<file path="src/wdbm_pkg.sv">
// shared widths, command codes and stage counts for the wavenumber bin multiplier
`timescale 1ns / 1ps

package wdbm_pkg;

  // field and register widths
  localparam int CMD_W      = 3;
  localparam int IDX_W      = 10;
  localparam int SIZE_W     = 11;
  localparam int STEP_W     = 24;
  localparam int KMAG_W     = 24;
  localparam int SAMP_W     = 32;
  localparam int CFG_IDX_W  = 3;
  localparam int CFG_DATA_W = 24;

  // internal arithmetic widths
  localparam int KPROD_W    = SIZE_W + STEP_W;
  localparam int KSQ_W      = 2 * KMAG_W;
  localparam int SQ_W       = KSQ_W + 2;
  localparam int ROOT_W     = SQ_W / 2;
  localparam int RATIO_FRAC = 30;
  localparam int RATIO_W    = RATIO_FRAC + 1;
  localparam int INV_SHIFT  = 16;
  localparam int SQ_SHIFT   = 32;
  localparam int SQ_SPLIT   = ROOT_W;
  localparam int NUM_W      = 56;
  localparam int DEN_W      = ROOT_W;
  localparam int QUO_W      = 32;
  localparam int OMAG_W     = SAMP_W + 1;

  // pipeline shape of the iterative units
  localparam int SQRT_PER_STAGE = 5;
  localparam int SQRT_STAGES    = ROOT_W / SQRT_PER_STAGE;
  localparam int DIV_PER_STAGE  = 4;
  localparam int DIV_STAGES     = QUO_W / DIV_PER_STAGE;

  localparam logic [KMAG_W-1:0] KMAG_MAX = '1;

  // operation codes
  typedef enum logic [CMD_W-1:0] {
    CMD_DX  = 3'd0,
    CMD_DY  = 3'd1,
    CMD_DZ  = 3'd2,
    CMD_INV = 3'd3,
    CMD_SQ  = 3'd4
  } cmd_t;

endpackage

</file>
<file path="src/wdbm_sqrt_pipe.sv">
// pipelined integer square root, five result bits per stage
`timescale 1ns / 1ps

module wdbm_sqrt_pipe (
  input  logic                        clk,
  input  logic [wdbm_pkg::SQ_W-1:0]   radicand,
  output logic [wdbm_pkg::ROOT_W-1:0] root
);

  localparam int VW = wdbm_pkg::SQ_W + 1;
  localparam int NS = wdbm_pkg::SQRT_STAGES;
  localparam int PS = wdbm_pkg::SQRT_PER_STAGE;

  logic [VW-1:0] rem_q [NS];
  logic [VW-1:0] res_q [NS];

  for (genvar s = 0; s < NS; s++) begin : g_stage
    logic [VW-1:0] rem_in, res_in, rem_c, res_c;

    if (s == 0) begin : g_first
      assign rem_in = VW'(radicand);
      assign res_in = '0;
    end else begin : g_rest
      assign rem_in = rem_q[s-1];
      assign res_in = res_q[s-1];
    end

    // digit-by-digit root steps of this stage
    always_comb begin
      logic [VW-1:0] trial;
      logic [VW-1:0] b;
      rem_c = rem_in;
      res_c = res_in;
      for (int k = 0; k < PS; k++) begin
        b = VW'(1) << (2 * (wdbm_pkg::ROOT_W - 1 - (s * PS + k)));
        trial = res_c + b;
        if (rem_c >= trial) begin
          rem_c = rem_c - trial;
          res_c = (res_c >> 1) + b;
        end else begin
          res_c = res_c >> 1;
        end
      end
    end

    always_ff @(posedge clk) begin
      rem_q[s] <= rem_c;
      res_q[s] <= res_c;
    end
  end

  assign root = res_q[NS-1][wdbm_pkg::ROOT_W-1:0];

endmodule

</file>
<file path="config.mk">
export PLATFORM = sky130hd
export DESIGN_NAME = wdbm_sqrt_pipe
export DESIGN_NICKNAME = d
export VERILOG_FILES = /design/src/wdbm_pkg.sv /design/src/wdbm_sqrt_pipe.sv
export SDC_FILE = /design/constraint.sdc
export NUM_CORES = 2
export LEC_CHECK = 0
export BUFFER_PORTS_ARGS = -buffer_cell sky130_fd_sc_hd__buf_2
export CORE_MARGIN = 4
export CORE_UTILIZATION = 50
export DETAILED_ROUTE_END_ITERATION = 8
export GPL_TIMING_DRIVEN = 0
export PLACE_DENSITY = 0.71
export REMOVE_ABC_BUFFERS = 1
export SETUP_SLACK_MARGIN = 0.1
export SYNTH_ARGS = -nofsm -noshare
export SYNTH_HDL_FRONTEND = slang
export SYNTH_SLANG_ARGS = --single-unit
</file>
<file path="constraint.sdc">
create_clock -name clk -period 21.5 [get_ports clk]
set_input_delay 4.3 -clock clk [delete_from_list [all_inputs] [get_ports clk]]
set_output_delay 4.3 -clock clk [all_outputs]
set_load 0.005 [all_outputs]
</file>
After elaboration in Yosys (flattened, before gate mapping)

Memory sizes are Yosys's and may differ from the RTL's.
Cells that the tools add are included.

Bits in registers: 0
Bits in writable memories: 510
Output and inout bits: 25
Logic and storage cells: 150
Memories kept: 2

Memories:

| memory | depth | bits a word | read ports | clocked after Yosys merged registers in | write ports | line                 | RTL |
|---|---|---|---|---|---|---|---|
| rem_q  | 5     | 51          | 4          | 0                                       | 5           | wdbm_sqrt_pipe.sv:14 | `logic [VW-1:0] rem_q [NS];` |
| res_q  | 5     | 51          | 5          | 0                                       | 5           | wdbm_sqrt_pipe.sv:15 | `logic [VW-1:0] res_q [NS];` |

Add/subtract/negate cells: 73
$lt $le $gt $ge: 25
Muxes and demuxes: 50

Operators by type and width:

| cell                   | number |
|---|---|
| $mux 51                | 49 |
| $ge 51x51->1           | 23 |
| $sub 51x51->51         | 23 |
| $add 50x1->51 const B  | 1 |
| $add 50x11->51 const B | 1 |
| $add 50x13->51 const B | 1 |
| $add 50x15->51 const B | 1 |
| $add 50x17->51 const B | 1 |
| $add 50x19->51 const B | 1 |
| $add 50x21->51 const B | 1 |
| $add 50x23->51 const B | 1 |
| $add 50x25->51 const B | 1 |
| $add 50x27->51 const B | 1 |
| $add 50x29->51 const B | 1 |
| $add 50x3->51 const B  | 1 |
| $add 50x31->51 const B | 1 |
| $add 50x33->51 const B | 1 |
| $add 50x35->51 const B | 1 |
| $add 50x37->51 const B | 1 |
| $add 50x39->51 const B | 1 |
| $add 50x41->51 const B | 1 |
| $add 50x43->51 const B | 1 |
| $add 50x45->51 const B | 1 |
| $add 50x5->51 const B  | 1 |
| 32 further kinds       | 32 |

Longest topological paths before layout

An unclocked memory read counts as a cell.

Depth in word-level cells: 16
Gate-level depth with buffers: 91
Depth with buffers taken out: 82

Least setup slack after synthesis

OpenSTA, ideal clock, no wires.

Kind: flip-flop to flip-flop
Start: memory res_q[0][167] (netlist name)
End: memory res_q[0][204] (netlist name)
Data arrival time: 15.097 ns
Setup slack: 6.263 ns
Cell stages (with the launch flop): 85
Buffers on the path: 12
Period minus slack after synthesis: 15.237 ns
Cells stage by stage: dfxtp_1 inv_1 ha_1 a21o_1 a21o_1 a21o_1 o31ai_1 nand3_1 inv_2 clkbuf_1 clkbuf_1 clkbuf_1 nand2_1 o31ai_1 ha_1 a21oi_1 o21ai_0 nor3_1 [... 49 more ...] a21oi_1 ha_1 nor2b_1 o21ai_0 nand2b_1 a21oi_1 nor2b_1 o21ai_0 nand2b_1 a21oi_1 or3_1 nand4_1 a211o_1 nor4_1 o221ai_1 or4b_1 nor4_1 nand4_1

RTL lines:

| element            | line |
|---|---|
| start: declaration | wdbm_sqrt_pipe.sv:15 |

==> impl_metrics.toml <==
[clocking]
insertion_delay_ns = 0.57
cts-buffers-inserted = 34
post_cts_buffers = 0
numClockSinks = 279
clock_path_buffers = 3
h-tree-depth = 2
ctsResizeCount = 0
cts-root-buf = "clkbuf_16"
clkTransAtPathRegs_ns = 0.06
postCtsHoldBufs = 0
cts_tree = "built"

[logic_synthesis]
synthTopCellsByArea = "dfxtp_1 (15%), ha_1 (12%), xnor2_1 (7.3%)"
yosysUniqueCellTypes = 122
netlist_instances = 5014
ys_ff_latch = 279
synth-edff-count = 0
yosys_warnings = 0
syn-cell-area_um2 = 36300
avgSynthCellArea_um2 = 7.24
synth.largest_area_cell = "dfxtp_1"
dominantRegCellSynth = "dfxtp_1"
synth_top_area_share_pct = 15.4
synth-seq-area-share_pct = 15.4
async_reset_ff_share_pct = 0

[sta]
fin_tns_setup_ns = 0
max_freq_ghz = 0.0495
tightestPinTransition_ns = 1.33
finalCritPeriodShare_pct = 94.0
fin_crit_ns = 20.21
finClkSkew_ns = 0.0397
postLayoutSetupSlackWorst_ns = 1.29
relSlewSlack_pct = 10.8
finalHoldViolations = 0
rsz0062_at_grt = "no"
maxSlewViolCount = 0
setup_viol = 0

[floorplan]
num_rows = 98
io_pins = 76
die_h_um = 277
die_w_um = 277
dieArea_um2 = 77000
initial_core_util_pct = 50.6
core_um2 = 71700

[finish]
num-fill-cells = 7121
seq_area_um2 = 5590
final_cells = 5949
final_area_um2 = 38400
syn_to_final_growth_pct = 5.85
multi_input_area_um2 = 29200
nNetsFinal = 5380
layout-drive-gt1-share_pct = 6.45

[global_routing]
grt_pass1_vias = 34000
grt_max_degree = 48
overflow = 0
grtUsageTotal_pct = 29.2
antenna_found_initial = 8
grt_pass1_wl_um = 186000

[placed_design]
dpl.cell_count = 5881
place.gp.congestion = 1.00
placed_area_um2 = 37200
dp_slack_ns = 0.445
portBuffers = 75
hpwl_um = 96800

[critical_path]
critPathSlowestCell = "clkinvlp_4"
cpMostUsedCell = "a21oi_1"
critical_path_arrival_ns = 20.64
crit_path_max_incr_delay_ns = 0.67
critPathMaxFanout = 43
crit_type = "reg2reg"
start_kind = "flop"
critPathCaptureType = "flop"
crit_required_ns = 21.93
r2r_slack_ns = 1.29

[outcome]
outcome = "finished clean"

[drt]
num_vias = 37800
vias_per_cell = 6.36
drt_iter0_drc = 3601
route.detailed.drc = 0
drt.antenna.violating_nets = 0
avgRoutedWirePerCell_um = 20.1
firstDrtPassIters = 6
wl_um = 120000

[min_path]
hold_class = "reg2reg"

[power_and_ir_drop]
ir_drop_mv = 0.239
power.density_nw_per_um2 = 189
power_mw = 7.26
p_leak_nw = 16.6

[job]
cap_violations = 0
## state kept, by name, summed over array words and instances, names as in the netlist
register	cells
rem_q	204
res_q	75
## layout by cell type (no fill, tap or decap), drive strengths merged, types with 41 or more instances in the layout
cell type,instances
a21oi,503
nor2,463
nand2,441
ha,360
o21ai,315
xnor2,304
dfxtp,279
inv,223
xor2,168
a21o,161
nand3,149
nor3,149
nor4,110
nand4,97
nand2b,82
buf,77
o21a,62
nor2b,62
and3,60
a31oi,60
o21bai,58
or3,55
o31ai,51
a211oi,47
and2,45
or2,45
clkbuf,41
## area by class of cell
class | count | area share, %
antenna | 5 | 0.0326
clock buffer | 40 | 2.33
clock inverter | 21 | 0.658
inverter | 226 | 2.25
multi-input combinational | 4350 | 76.1
sequential | 279 | 14.5
tap | 950 | 3.09
timing repair buffer | 78 | 1.05
## path summary, 6_finish.rpt
| path | to | cells past startpoint | startpoint |
|---|---|---|---|
| worst min-delay path | res_q[0][179] | 0 | res_q[0][133] |
| worst max-delay path | rem_q[0][178] | 65 | res_q[0][126] |
| worst max register to register | rem_q[0][178] | 65 | res_q[0][126] |
| worst min register to register | res_q[0][179] | 0 | res_q[0][133] |
## synthesized netlist by cell type, drive strengths merged, types with 37 or more instances
cell type,count
xor2,168
a31oi,60
nor4,109
o31ai,51
ha,360
nand3,149
a21o,161
nor3,149
and3,60
inv,218
nand2b,82
o21ai,315
nand2,441
xnor2,304
nor2,463
and2,45
o21bai,58
a211oi,47
a21oi,503
or2,45
clkbuf,114
nor2b,62
buf,46
or3,55
dfxtp,279
nand4,97
o21a,62
o211ai,37
## per-layer routing
layer  routed length (um)  vias to the layer above  track usage [%]
met4                 3500                        4             8.44
met2                53400                     1564             47.2
li1                     -                    18400                -
met1                53500                    17600             40.8
met5                   27                        -                0
met3                 9410                      213             3.54
## where the power goes
group          internal [mW]  leakage (nW)  switching, mW
Clock                  0.333         0.546          0.251
Sequential             0.672          2.33          0.156
Combinational           2.25          13.7           3.60
Total                   3.26          16.6           4.00
## cell families after synthesis
| kind of cell | after synthesis | synth area share, % |
|---|---|---|
| and+or+nand+nor | 1921 | 27.5 |
| AOI/OAI and AO/OA | 1544 | 27.4 |
| xor gates and xnor gates | 472 | 11.4 |
| buffers and inverters | 386 | 4.27 |
| adders and majority gates | 360 | 12.4 |
| DFF | 279 | 15.4 |
| muxes | 52 | 1.57 |
## per-stage QoR
step,hold slack [ns],util [%]
after CTS,0.323,53.5
after global placement,0.335,51.8
after floorplan,0.331,-
after detailed placement,0.338,51.9
after global routing,0.336,53.6
final,0.336,53.6
## critical path, delay by kind of cell, from the launching register on
family,cells,cell delay [ns]
muxes,1,0.29
buffers and inverters,7,2.98
adders and majority gates,5,1.94
xor gates and xnor gates,3,0.54
and+or+nand+nor,27,8.49
DFF,1,0.48
AOI/OAI and AO/OA,22,5.23
Note: power is estimated with default switching activity, not from simulation.
