[src/wdbm_pkg.sv]
// shared widths, command codes and stage counts for the wavenumber bin multiplier
`timescale 1ns / 1ps

package wdbm_pkg;

  // field and register widths
  localparam int CMD_W      = 3;
  localparam int IDX_W      = 10;
  localparam int SIZE_W     = 11;
  localparam int STEP_W     = 24;
  localparam int KMAG_W     = 24;
  localparam int SAMP_W     = 32;
  localparam int CFG_IDX_W  = 3;
  localparam int CFG_DATA_W = 24;

  // internal arithmetic widths
  localparam int KPROD_W    = SIZE_W + STEP_W;
  localparam int KSQ_W      = 2 * KMAG_W;
  localparam int SQ_W       = KSQ_W + 2;
  localparam int ROOT_W     = SQ_W / 2;
  localparam int RATIO_FRAC = 30;
  localparam int RATIO_W    = RATIO_FRAC + 1;
  localparam int INV_SHIFT  = 16;
  localparam int SQ_SHIFT   = 32;
  localparam int SQ_SPLIT   = ROOT_W;
  localparam int NUM_W      = 56;
  localparam int DEN_W      = ROOT_W;
  localparam int QUO_W      = 32;
  localparam int OMAG_W     = SAMP_W + 1;

  // pipeline shape of the iterative units
  localparam int SQRT_PER_STAGE = 5;
  localparam int SQRT_STAGES    = ROOT_W / SQRT_PER_STAGE;
  localparam int DIV_PER_STAGE  = 4;
  localparam int DIV_STAGES     = QUO_W / DIV_PER_STAGE;

  localparam logic [KMAG_W-1:0] KMAG_MAX = '1;

  // operation codes
  typedef enum logic [CMD_W-1:0] {
    CMD_DX  = 3'd0,
    CMD_DY  = 3'd1,
    CMD_DZ  = 3'd2,
    CMD_INV = 3'd3,
    CMD_SQ  = 3'd4
  } cmd_t;

endpackage

[src/wdbm_div_pipe.sv]
// pipelined restoring divider with a quotient overflow flag
`timescale 1ns / 1ps

module wdbm_div_pipe (
  input  logic                       clk,
  input  logic [wdbm_pkg::NUM_W-1:0] dividend,
  input  logic [wdbm_pkg::DEN_W-1:0] divisor,
  output logic [wdbm_pkg::QUO_W-1:0] quotient,
  output logic                       overflow
);

  localparam int NS = wdbm_pkg::DIV_STAGES;
  localparam int PS = wdbm_pkg::DIV_PER_STAGE;
  localparam int QW = wdbm_pkg::QUO_W;
  localparam int DW = wdbm_pkg::DEN_W;
  localparam int NW = wdbm_pkg::NUM_W;

  logic [DW-1:0] rem_q [NS];
  logic [QW-1:0] low_q [NS];
  logic [QW-1:0] quo_q [NS];
  logic [DW-1:0] den_q [NS];
  logic          ovf_q [NS];

  // quotient at or above 2^QW when the top part already reaches the divisor
  logic          ovf_in;
  assign ovf_in = DW'(dividend[NW-1:QW]) >= divisor;

  for (genvar s = 0; s < NS; s++) begin : g_stage
    logic [DW-1:0] rem_in, rem_c, den_in;
    logic [QW-1:0] low_in, low_c, quo_in, quo_c;
    logic          ovf_s;

    if (s == 0) begin : g_first
      assign rem_in = ovf_in ? '0 : DW'(dividend[NW-1:QW]);
      assign low_in = dividend[QW-1:0];
      assign quo_in = '0;
      assign den_in = divisor;
      assign ovf_s  = ovf_in;
    end else begin : g_rest
      assign rem_in = rem_q[s-1];
      assign low_in = low_q[s-1];
      assign quo_in = quo_q[s-1];
      assign den_in = den_q[s-1];
      assign ovf_s  = ovf_q[s-1];
    end

    // one quotient bit per step
    always_comb begin
      logic [DW:0] t;
      rem_c = rem_in;
      low_c = low_in;
      quo_c = quo_in;
      for (int k = 0; k < PS; k++) begin
        t = {rem_c, low_c[QW-1]};
        low_c = low_c << 1;
        if (t >= {1'b0, den_in}) begin
          rem_c = DW'(t - {1'b0, den_in});
          quo_c = {quo_c[QW-2:0], 1'b1};
        end else begin
          rem_c = t[DW-1:0];
          quo_c = {quo_c[QW-2:0], 1'b0};
        end
      end
    end

    always_ff @(posedge clk) begin
      rem_q[s] <= rem_c;
      low_q[s] <= low_c;
      quo_q[s] <= quo_c;
      den_q[s] <= den_in;
      ovf_q[s] <= ovf_s;
    end
  end

  assign quotient = quo_q[NS-1];
  assign overflow = ovf_q[NS-1];

endmodule

[config.mk]
export PLATFORM = sky130hd
export DESIGN_NAME = wdbm_div_pipe
export DESIGN_NICKNAME = d
export VERILOG_FILES = /design/src/wdbm_pkg.sv /design/src/wdbm_div_pipe.sv
export SDC_FILE = /design/constraint.sdc
export NUM_CORES = 2
export LEC_CHECK = 0
export BUFFER_PORTS_ARGS = -buffer_cell sky130_fd_sc_hd__buf_2
export CAP_MARGIN = 20
export CORE_ASPECT_RATIO = 1.1
export CORE_MARGIN = 4
export CORE_UTILIZATION = 59
export CTS_CLUSTER_SIZE = 12
export DETAILED_ROUTE_END_ITERATION = 7
export GPL_ROUTABILITY_DRIVEN = 0
export PLACE_DENSITY = 0.79
export SETUP_SLACK_MARGIN = 0.1
export SYNTH_ARGS = -nofsm -noshare
export SYNTH_HDL_FRONTEND = slang
export SYNTH_SLANG_ARGS = --single-unit
[constraint.sdc]
create_clock -name clk -period 15.7 [get_ports clk]
set_input_delay 0.785 -clock clk [delete_from_list [all_inputs] [get_ports clk]]
set_output_delay 0.785 -clock clk [all_outputs]
set_load 0.05 [all_outputs]
---- After elaboration in Yosys (flattened, before gate mapping) ----
Memory sizes are Yosys's and may differ from the RTL's.
Index checks and enable logic that the tools add are counted.
operators by class
  muxes and demuxes ....................... 65
  $lt $le $gt $ge ......................... 33
  add/subtract/negate cells ............... 32
operators with widths
  cell                                          number
  greater-or-equal comparator 26 x 25 -> 1 bit  31
  2-to-1 mux 25 bit                             32
  subtractor 25 bit                             32
  2-to-1 mux 1 bit                              32
  greater-or-equal comparator 24 x 25 -> 1 bit  1
  greater-or-equal comparator 25 bit            1
  2-to-1 mux 24 bit                             1
storage, ports and cells
  bits in registers ....................... 0
  output and inout port bits .............. 33
  memories ................................ 5
  bits of input ports ..................... 82
  RAM bits ................................ 888
memories
  name   depth  bits a word  read ports  clocked after Yosys merged registers in  wr ports  line                 RTL
  quo_q  8      32           8           0                                        8         wdbm_div_pipe.sv:20  logic [QW-1:0] quo_q [NS];
  low_q  8      28           7           0                                        8         wdbm_div_pipe.sv:19  logic [QW-1:0] low_q [NS];
  den_q  8      25           7           0                                        8         wdbm_div_pipe.sv:21  logic [DW-1:0] den_q [NS];
  rem_q  8      25           7           0                                        8         wdbm_div_pipe.sv:18  logic [DW-1:0] rem_q [NS];
  ovf_q  8      1            8           0                                        8         wdbm_div_pipe.sv:22  logic ovf_q [NS];

---- Longest topological paths before layout ----
  depth after elaboration ................. 10
  mapped depth ............................ 63
  mapped depth without buffers ............ 56

---- Worst setup path after synthesis ----
No wires, ideal clock.
  path kind ............................... input port to flip-flop
  from .................................... in divisor[4] (netlist name)
  to ...................................... mem rem_q[0][16] (netlist name)
  path buffers ............................ 7
  stages on the path ...................... 60
  setup time .............................. 0.121 ns
  setup slack ............................. 2.818 ns
  arrival ................................. 12.761 ns
  cell sequence ........................... inv_1 -> ha_1 -> or4_1 -> o21ai_0 -> o21a_1 -> o31ai_1 -> a211oi_1 -> clkbuf_1 -> clkbuf_1 -> and2_1 -> ha_1 -> o21ai_0 -> nor2b_1 -> or3_1 -> a21oi_1 -> nor3_1 -> o311ai_2 -> clkbuf_1 -> [24 not listed] -> o221ai_1 -> a21oi_2 -> buf_2 -> mux2i_1 -> fa_1 -> a21o_1 -> a21oi_1 -> o211ai_1 -> a31oi_1 -> o21bai_1 -> a21oi_1 -> o21ai_0 -> nand2b_1 -> a31oi_1 -> nor2_1 -> mux2_2 -> buf_4 -> mux2_2
RTL lines
  item             line                 RTL
  start, declared  wdbm_div_pipe.sv:7   input logic [wdbm_pkg::DEN_W-1:0] divisor,
  end, declared    wdbm_div_pipe.sv:18

==> metrics <==
vias in the first global route=around 53000; CP max FO=38; Post-CTS Hold Fix Bufs=0; fin. max-slew vios=0; wire per inst=approximately 20 µm; WP data required=approximately 16000 ps; Worst Reg-to-Reg Cells=49; synthesized area=59600 µm²; Finish-stage setup viols=0; Final Hold Fails=0; CP dominant cell by count=a21o_1; residual DRC count=0; drt first pass iters=7; HPWL after DPL=138 mm; Yosys cell types=100; Setup CP Type=reg2reg; Hold Path Cell Cnt=1; DRT iter0 DRCs=4440; Worst-Margin Slew=1000 ps; Async SR Flop Fraction=0; crit-path max cell delay=~750 ps; Die Wd=between 300 and 400 µm; row count=121; Gate Count Post-Synth=7315; reg2reg start=den_q[5][1]; CP Launch Type=register; Buf/Inv on CP=7; Initial Util=0.598; Syn-to-layout area delta=6.91%; Clock Latency Late Sink=650 ps; Longest Clk Path Bufs=3; max-cap viol count=0; hold path start=dividend[18]; worst rel slew slack=0.332; post-CTS resize count=0; Layout Skew=approximately 36 ps; Synth Register Bits=a little over 600; initial antenna violation count=6; IO buf count=114; post-route ant nets=0; Hold WC Path Type=in2reg; CP startpoint=den_q[5][1]; EDFF count, synth=0; Worst Hold Path EP=low_q[0][18]; Crit. End Element=register; H-tree levels=3; Non-Filler Instances=8721; Die H=341 µm; sequential element share of the synthesized area=0.206; Critical Path AT=about 15000 ps; Inserted Diodes=0; Setup Buffers After CTS=0; Final TNS setup=0 ps; FF-to-FF setup slack=between 1000 and 1500 ps; # IOs=~120; final net count=~8300; CTS tree=yes; fmax=~69 MHz; fill cell count=8516; CTS Buf Count=just over 70; total track usage=0.307; fin crit share=0.920; Util after Layout=0.639; Inst Count DP=roughly 8600; Clock transition at path regs=around 60 ps; Mapped Avg Cell Area=~8.1 µm²; final wirelength=approximately 170 mm; crit-path leading delay family=compound AO/OA/AOI/OAI gates; first-pass GRT wire length=270 mm; Core Area=roughly 100000 µm²; Die Footprint=about 110000 µm²; Root Buffer Master=clkbuf_16; status=completed; gr ovfl total=0; minimum clock period=14440 ps; slowest CP cell=o21ai_2; RSZ-0062 raised after global routing=false; WHS=~230 ps; # clock sinks=614; syn nets=~8300; vias per cell=6.33; synthesis warning total=0; total number of vias=between 50000 and 60000; ys flop type=dfxtp_1; largest net degree at the start of global routing=42; layout cells sized above 1=0.0915; r2r endpoint=rem_q[6][23]
## layout by cell type (no fill, tap or decap), types with 73 or more instances in the layout
cell type,netlist,final
o21bai_1,106,106
a21o_1,307,307
o21ai_0,486,486
nor2b_1,109,108
clkbuf_16,0,73
nor2_1,454,454
nand3_1,119,119
inv_1,522,522
nand2_1,504,504
dfxtp_1,614,614
mux2_2,327,327
o21a_1,116,116
nand4_1,117,117
a21oi_1,720,720
ha_1,824,824
nor3_1,112,112
xnor2_1,438,438
mux2i_1,93,92
xor2_1,206,206
buf_2,39,114
nand2b_1,92,92
## metal layers
layer | track usage | up-vias | part of all wire
met5 | 0 | - | 0.00016
met4 | 0.190 | 4 | 0.066
met3 | 0.0423 | 640 | 0.068
met2 | 0.540 | 2174 | 0.47
met1 | 0.354 | 25600 | 0.39
li1 | - | 26800 | -
## registers in the layout, summed over array words and instances, names as in the netlist
register,flops
quo_q,144
rem_q,175
ovf_q,8
low_q,112
den_q,175
## synth_stat cells, types with 117 or more instances
library cell	count	area, µm²
a21o_1	307	2300
dfxtp_1	614	12300
nand4_1	117	732
ha_1	824	10300
xor2_1	206	1800
mux2_2	327	3680
nand3_1	119	596
nor2_1	454	1700
o21ai_0	486	2430
inv_1	522	1960
xnor2_1	438	3840
a21oi_1	720	3600
nand2_1	504	1890
## logic make-up (layout without fill, tap and decap cells)
family / count (synthesis) / count (layout) / share of synthesized area
AOI/OAI and AO/OA: 2322 / 2322 / 0.249
buffers and inverters: 683 / 798 / 0.0447
muxes: 422 / 422 / 0.0779
and+or+nand+nor: 1775 / 1775 / 0.144
adders and majority gates: 855 / 855 / 0.183
DFF: 614 / 614 / 0.206
xor gates and xnor gates: 644 / 644 / 0.0947
## layout make-up
| type | count | area, µm² | area share |
|---|---|---|---|
| multi-input combinational | 6018 | 44700 | 0.701 |
| timing repair buffer | 149 | 853 | 0.0134 |
| clock buffer | 88 | 1930 | 0.0304 |
| tap | 1291 | 1620 | 0.0254 |
| clock inverter | 27 | 334 | 0.00525 |
| inverter | 534 | 2000 | 0.0315 |
| sequential | 614 | 12300 | 0.193 |
## per-stage QoR
step	setup slack (ps)	instance area [µm²]
after floorplan	2820	59600
after global placement	1480	61400
after detailed placement	1140	61400
after CTS	1670	63700
after global routing	487	63700
final	1260	63700
## how the worst max path moves through the flow
stage | slack, ps | endpoint | cells after the start
floorplan | 2820 | rem_q[0][16] | 60
global placement | 1480 | rem_q[0][7] | 58
detailed placement | 1140 | rem_q[0][13] | 58
CTS | 1670 | rem_q[0][7] | 58
global route | 490 | rem_q[0][3] | 58
finish | 1260 | rem_q[6][23] | 49
Power is not shown: default switching activity piles up to over one toggle a cycle in this logic, so the estimate is an artifact.
